<file path="src/rtl/compute_node_resource_allocator_defines.svh">
// assertion macros shared by the compute node resource allocator
`ifndef COMPUTE_NODE_RESOURCE_ALLOCATOR_DEFINES_SVH
`define COMPUTE_NODE_RESOURCE_ALLOCATOR_DEFINES_SVH

// same-cycle implication, disabled while reset is asserted
`define CNRA_ASSERT_IMP(lbl, clk, rst_n, ante, cons) \
  lbl: assert property (@(posedge clk) disable iff (!(rst_n)) (ante) |-> (cons)) \
    else $error("cnra assertion failed");

// next-cycle implication, disabled while reset is asserted
`define CNRA_ASSERT_NXT(lbl, clk, rst_n, ante, cons) \
  lbl: assert property (@(posedge clk) disable iff (!(rst_n)) (ante) |=> (cons)) \
    else $error("cnra assertion failed");

`endif

</file>
<file path="src/rtl/cnra_pkg.sv">
// types, codes and constants of the compute node resource allocator
`default_nettype none

package cnra_pkg;

  localparam int MAX_CORES_DEF = 64;
  localparam int TIME_BITS_DEF = 32;

  localparam int USAGE_W = 40;
  localparam logic [USAGE_W-1:0] USAGE_MAX = {USAGE_W{1'b1}};

  localparam logic [6:0]  RST_TOTAL_CORES  = 7'd64;
  localparam logic [31:0] RST_TOTAL_MEMORY = 32'd65536;
  localparam logic [31:0] RST_TOTAL_DISK   = 32'd1048576;
  localparam logic [6:0]  RST_MAX_SLOTS    = 7'd1;

  typedef enum logic [1:0] {
    REQ_ALLOC    = 2'd0,
    REQ_REL_TOT  = 2'd1,
    REQ_REL_CORE = 2'd2,
    REQ_NONE     = 2'd3
  } req_type_e;

  typedef enum logic [1:0] {
    ST_GRANTED  = 2'd0,
    ST_NO_SLOT  = 2'd1,
    ST_SHORT    = 2'd2,
    ST_RELEASED = 2'd3
  } status_e;

  typedef enum logic [1:0] {
    CFG_TOTAL_CORES  = 2'd0,
    CFG_TOTAL_MEMORY = 2'd1,
    CFG_TOTAL_DISK   = 2'd2,
    CFG_MAX_SLOTS    = 2'd3
  } cfg_idx_e;

  typedef enum logic [2:0] {
    S_IDLE,
    S_ALLOC_CHK,
    S_SCAN,
    S_REL_TOT,
    S_RC_READ,
    S_RC_ELAPSE,
    S_RC_UPDATE
  } state_e;

  typedef struct packed {
    req_type_e   req_type;
    logic [6:0]  core_count;
    logic [31:0] memory_amount;
    logic [31:0] disk_amount;
    logic [5:0]  core_index;
    logic [31:0] now_seconds;
  } req_t;

  typedef struct packed {
    status_e            status;
    logic [5:0]         granted_core;
    logic               core_valid;
    logic [USAGE_W-1:0] usage_seconds;
    logic               last;
  } rsp_t;

  typedef struct packed {
    logic    capture;
    logic    emit_simple;
    status_e simple_status;
    logic    alloc_commit;
    logic    scan_step;
    logic    scan_finish;
    logic    rel_totals;
    logic    rc_read;
    logic    rc_elapse;
    logic    rc_update;
  } cmd_t;

  typedef struct packed {
    logic no_slot;
    logic res_short;
    logic scan_more;
    logic idx_oor;
  } sts_t;

endpackage

`default_nettype wire

</file>
<file path="src/rtl/cnra_ctrl.sv">
// request sequencer of the compute node resource allocator
`default_nettype none

module cnra_ctrl (
  input  wire logic               clk_i,
  input  wire logic               rst_ni,
  input  wire logic               start_i,
  input  wire cnra_pkg::req_type_e req_type_i,
  input  wire cnra_pkg::sts_t     sts_i,
  output cnra_pkg::cmd_t          cmd_o,
  output logic                    busy_o
);

  cnra_pkg::state_e state_q, state_d;

  always_ff @(posedge clk_i or negedge rst_ni) begin
    if (!rst_ni) begin
      state_q <= cnra_pkg::S_IDLE;
    end else begin
      state_q <= state_d;
    end
  end

  always_comb begin
    state_d = state_q;
    cmd_o   = '0;
    cmd_o.simple_status = cnra_pkg::ST_RELEASED;
    unique case (state_q)
      cnra_pkg::S_IDLE: begin
        if (start_i) begin
          cmd_o.capture = 1'b1;
          unique case (req_type_i)
            cnra_pkg::REQ_ALLOC:    state_d = cnra_pkg::S_ALLOC_CHK;
            cnra_pkg::REQ_REL_TOT:  state_d = cnra_pkg::S_REL_TOT;
            cnra_pkg::REQ_REL_CORE: state_d = cnra_pkg::S_RC_READ;
            default:                state_d = cnra_pkg::S_IDLE;
          endcase
        end
      end
      cnra_pkg::S_ALLOC_CHK: begin
        if (sts_i.no_slot) begin
          cmd_o.emit_simple   = 1'b1;
          cmd_o.simple_status = cnra_pkg::ST_NO_SLOT;
          state_d = cnra_pkg::S_IDLE;
        end else if (sts_i.res_short) begin
          cmd_o.emit_simple   = 1'b1;
          cmd_o.simple_status = cnra_pkg::ST_SHORT;
          state_d = cnra_pkg::S_IDLE;
        end else begin
          cmd_o.alloc_commit = 1'b1;
          state_d = cnra_pkg::S_SCAN;
        end
      end
      cnra_pkg::S_SCAN: begin
        if (sts_i.scan_more) begin
          cmd_o.scan_step = 1'b1;
        end else begin
          cmd_o.scan_finish = 1'b1;
          state_d = cnra_pkg::S_IDLE;
        end
      end
      cnra_pkg::S_REL_TOT: begin
        cmd_o.rel_totals  = 1'b1;
        cmd_o.emit_simple = 1'b1;
        state_d = cnra_pkg::S_IDLE;
      end
      cnra_pkg::S_RC_READ: begin
        if (sts_i.idx_oor) begin
          cmd_o.emit_simple = 1'b1;
          state_d = cnra_pkg::S_IDLE;
        end else begin
          cmd_o.rc_read = 1'b1;
          state_d = cnra_pkg::S_RC_ELAPSE;
        end
      end
      cnra_pkg::S_RC_ELAPSE: begin
        cmd_o.rc_elapse = 1'b1;
        state_d = cnra_pkg::S_RC_UPDATE;
      end
      cnra_pkg::S_RC_UPDATE: begin
        cmd_o.rc_update = 1'b1;
        state_d = cnra_pkg::S_IDLE;
      end
      default: begin
        state_d = cnra_pkg::S_IDLE;
      end
    endcase
  end

  assign busy_o = (state_q != cnra_pkg::S_IDLE);

endmodule

`default_nettype wire

</file>
<file path="config.mk">
export PLATFORM = sky130hd
export DESIGN_NAME = cnra_ctrl
export DESIGN_NICKNAME = d
export VERILOG_FILES = /design/src/rtl/compute_node_resource_allocator_defines.svh /design/src/rtl/cnra_pkg.sv /design/src/rtl/cnra_ctrl.sv
export SDC_FILE = /design/constraint.sdc
export NUM_CORES = 1
export LEC_CHECK = 0
export BUFFER_PORTS_ARGS = -buffer_cell sky130_fd_sc_hd__buf_4
export CORE_AREA = 2 2 39 41
export CTS_BUF_LIST = sky130_fd_sc_hd__clkbuf_16
export CTS_CLUSTER_SIZE = 20
export DETAILED_ROUTE_END_ITERATION = 8
export DIE_AREA = 0 0 41 43
export GPL_TIMING_DRIVEN = 0
export PLACE_DENSITY = 0.52
export SYNTH_ARGS = -nofsm -noshare
export SYNTH_HDL_FRONTEND = slang
export SYNTH_SLANG_ARGS = --single-unit
</file>
<file path="constraint.sdc">
create_clock -name clk_i -period 1.41 [get_ports clk_i]
set_clock_uncertainty 0.2 [all_clocks]
set_input_delay 0.141 -clock clk_i [delete_from_list [all_inputs] [get_ports clk_i]]
set_output_delay 0.141 -clock clk_i [all_outputs]
set_load 0.02 [all_outputs]
</file>
==> results by stage <==
Worst setup path:
- The largest fanout of any net on the critical path is 3.
- The worst path required time is 1070 ps.
- The library cell appearing most often on the critical path is sky130_fd_sc_hd__buf_6.
- The critical path goes through buf_6, nor3_4, and2_4, buf_6.
- The worst setup path is of the register to primary output kind.
- In this design, the stage delay of the slowest critical-path cell is approximately 420 ps.
- The buffers plus inverters on the worst setup path is 2.
- The slowest cell on the critical path is sky130_fd_sc_hd__dfrtp_2.
- The worst setup path is launched from a register.
- Data on the critical path arrives at its endpoint at approximately 1300 ps.
- The category of the worst setup path capture point is a primary output.
- The family of cells with the greatest summed delay on the critical path is flip-flops.

Power and ir drop:
- The total net switching power is around 760 µW.
- The cell leakage power is around 0.37 nW.
- The net switching fraction of the power is 0.389.
- The share of total power dissipated in the clock network is 0.229.
- The part of the total power dissipated in sequential elements is 0.090.
- In this run the power density over the cells is roughly 2400 nW/µm².
- The share of total power in combinational logic is 0.681.
- IR analysis of the VDD net gives a maximum drop of 1.15 mV.
- The sum of internal, switching and leakage power is 1.95 mW.
- The internal power is ~1.2 mW.

Yosys:
- The post-synthesis sequential area ratio is 0.226.
- The combinational family with the most area after synthesis is simple AND/OR/NAND/NOR gates.
- The share of the synthesized area in compound gates (AO/OA/AOI/OAI) is 0.151.
- The post-synthesis simple-gate area fraction is 0.498.
- The post-synth net total is 44.
- The post-synthesis mux area share is 0.
- The warning count from the yosys run is 0.
- For this run, the leading register cell type out of synthesis is sky130_fd_sc_hd__dfrtp_1.
- The adder and majority cell fraction of the synthesized area is 0.
- A synthesized cell averages about 9.5 µm².
- The post-synthesis instance area is 332 µm².
- For this run, asynchronously set or reset flops after synthesis account for 1.00.
- Synthesis produced a netlist whose cell count is 35.
- The fraction of synthesized cell area in xor and xnor cells is 0.
- The post-synthesis cell type count is 22.
- Counting flops and latches in the post-synthesis netlist gives 3.
- In this run, synthesis inferred 0 flip-flops with an integrated enable.

Drt:
- The violation count after the first detailed-route iteration is 1.
- The post-detailed-route via-to-cell ratio is between 4 and 5.
- The average wire per standard cell is ~13 µm.
- The number of vias in the routed layout is 433.
- The routed wire length is roughly 1200 µm.
- The number of iterations in the first detailed-routing pass is 3.
- The remaining design rule violation count is 0.
- The residual antenna-violating net count after detailed routing is 0.

STA:
- The final number of hold-violating endpoints is 0.
- The clock period minus worst slack is approximately 1600 ps.
- After layout, the worst setup slack is -202 ps.
- The worst slew margin relative to its limit is 0.841.
- The number of pins exceeding their max-slew limit in the final report was 0.
- The final hold slack is approximately 20 ps.
- In the finished design, the share of the clock period the worst path needs comes to 1.14.
- The slew at the pin closest to its max-slew limit is roughly 240 ps.
- The final setup violation count is 15.
- The maximum clock frequency is just over 600 MHz.
- Adding up every negative setup slack in the final design gives -1820 ps.
- Setup repair after global routing could not meet its margin everywhere.

Die:
- The floorplan step set the die width to approximately 41 µm.
- In this run the vertical extent of the chip is 43 µm.
- The region available for standard cell placement spans approximately 1400 µm².
- The total die area is 1760 µm².
- The initial cell density of the core is 0.240.
- During I/O placement, the number of pins put on the boundary was 21.
- The row count is 14.

Clocking:
- TritonCTS built the clock tree.
- The root buffer cell chosen for the clock tree is sky130_fd_sc_hd__clkbuf_16.
- The maximum buffer depth of the clock tree is 2.
- The depth of the CTS H-tree is 1.
- The insertion delay to the later sink of the worst-skew pair is roughly 230 ps.
- The post-CTS clock slew at the launch and capture registers of the worst setup and hold paths is approximately 30 ps.
- The number of clock buffers added by TritonCTS is 3.
- The count of clock tree sinks is 3.

GRT:
- The first-pass GRT wire length is between 1500 and 2000 µm.
- After global routing the overflow that remains totals 0.
- The largest net degree at the start of global routing is 8.
- The total global routing track utilization is 0.152.
- The initial antenna violation count came to 0.
- The number of global-route vias before repair is 420.

Run status:
- The final reports fail on negative setup slack.
- The run finished, with violations left.

Placed design:
- Port buffering added 20 buffers.
- The final estimated routing congestion in global placement is 0.615.
- The pre-CTS worst setup slack is -80.6 ps.
- After legalization and detailed placement, the total HPWL measured around 660 µm.
- After detailed placement, the total cell area comes to between 500 and 600 µm².

Cells and area:
- The layout overhead on the synthesized area is 150%.
- The final layout contains 85 nets.
- The number of inserted diodes is 0.
- In the final layout, the share of cells above drive strength 1 is 0.760.
- The fill cell instance count of the final layout is between 100 and 150.
- In the final layout, the registers with the most flip-flops are state_q x3.
- The cell area after layout is 828 µm².
- state_q holds more flip-flops than any other register.
- The register with the most flip-flops in the layout has 3 of them.

Run:
- Across the run, the number of max-cap violations was 0.

Worst hold path:
- In this run the worst hold path is classified as primary input to register.
-- synth_stat cells (all sizes together) (2+ instances only) --
| cell type | count | area [µm²] |
|---|---|---|
| inv | 3 | 11.3 |
| o21bai | 2 | 15.0 |
| nor2 | 5 | 18.8 |
| dfrtp | 3 | 75.1 |
| buf | 3 | 30.0 |
| nand4b | 2 | 17.5 |
| nor4 | 3 | 33.8 |
| nor4b | 2 | 47.6 |
| nor3 | 2 | 10.0 |
-- per-layer routing --
layer / GRT usage / part of all wire / wire length (µm)
met1: 0.172 / 0.39 / 448
met2: 0.234 / 0.50 / 581
met3: 0.0576 / 0.091 / 105
met4: 0.0800 / 0.016 / 18
met5: 0 / 0 / 0
-- cell type report --
cell class	count	area [µm²]	share of cell area
inverter	3	18.8	0.0227
sequential	3	77.6	0.0937
timing repair buffer	36	303	0.366
clock buffer	3	75.1	0.0906
tap	16	20.0	0.0242
clock inverter	1	3.75	0.00453
multi-input combinational	26	293	0.353
buffer	3	37.5	0.0453
-- logic make-up (layout without fill, tap and decap cells) --
kind of cell    after synthesis  after routing
flops                         3              3
compound gates                6              6
simple gates                 20             20
buf+inv                       6             46
-- tightest hold or removal path, stage by stage --
cell and delay [ps]:
sky130_fd_sc_hd__buf_4 100, sky130_fd_sc_hd__a311oi_1 90, sky130_fd_sc_hd__nor2_1 70
-- what timing repair did --
item | in CTS | in global routing
pin swaps | 5 | 7
hold endpoints to repair | 4 | 0
resized for setup | 10 | 18
buffers inserted | 9 | 3
gates cloned | 2 | 0
hold buffers | 2 | 0
endpoints found under the setup margin | 12 | 15
-- cell usage in the layout (no fill, tap or decap) --
cell,instances
sky130_fd_sc_hd__buf_8,1
sky130_fd_sc_hd__nand4b_1,2
sky130_fd_sc_hd__nor3b_2,1
sky130_fd_sc_hd__dlygate4sd3_1,2
sky130_fd_sc_hd__a311oi_1,1
sky130_fd_sc_hd__and3b_2,1
sky130_fd_sc_hd__and2_4,1
sky130_fd_sc_hd__buf_6,10
sky130_fd_sc_hd__nor4_2,1
sky130_fd_sc_hd__clkbuf_16,3
sky130_fd_sc_hd__nor2_1,3
sky130_fd_sc_hd__nor2_4,2
sky130_fd_sc_hd__o21bai_1,2
sky130_fd_sc_hd__nand2_1,1
sky130_fd_sc_hd__nor4b_4,2
sky130_fd_sc_hd__nand2b_4,1
sky130_fd_sc_hd__buf_4,25
sky130_fd_sc_hd__nor3_2,1
sky130_fd_sc_hd__a32oi_1,1
sky130_fd_sc_hd__o31ai_4,1
sky130_fd_sc_hd__nor4_4,2
sky130_fd_sc_hd__buf_2,1
sky130_fd_sc_hd__nor3_4,1
sky130_fd_sc_hd__inv_1,3
sky130_fd_sc_hd__dfrtp_2,2
sky130_fd_sc_hd__o21ai_1,1
sky130_fd_sc_hd__dfrtp_1,1
sky130_fd_sc_hd__inv_8,1
sky130_fd_sc_hd__nand3_1,1
-- power by group through the flow --
stage / Combinational, mW / Clock (mW) / Sequential [mW]
after global routing: 1.43 / 0.463 / 0.179
after detailed placement: 0.813 / 0 / 0.163
final: 1.33 / 0.446 / 0.175
after global placement: 0.810 / 0 / 0.164
after floorplan: 0.572 / 0 / 0.156
after CTS: 1.11 / 0.454 / 0.170
-- path summary, 6_finish.rpt --
kind	start	end	slack [ps]	depth (start not counted)
min reg2reg	state_q[0]$_DFFE_PN0P_	state_q[1]$_DFFE_PN0P_	590	3
max in group asynchronous	rst_ni	state_q[2]$_DFFE_PN0P_	860	2
max reg2reg	state_q[0]$_DFFE_PN0P_	state_q[1]$_DFFE_PN0P_	-110	5
min in group asynchronous	rst_ni	state_q[0]$_DFFE_PN0P_	40	2
min	req_type_i[1]	state_q[2]$_DFFE_PN0P_	20	3
max	state_q[0]$_DFFE_PN0P_	cmd_o[10]	-200	4
-- per-stage QoR --
step	util	cells
after CTS	0.534	88
after global routing	0.599	91
final	0.599	91
after floorplan	-	35
after detailed placement	0.375	71
after global placement	0.375	71
No activity file was read; power rests on OpenSTA's default activity.
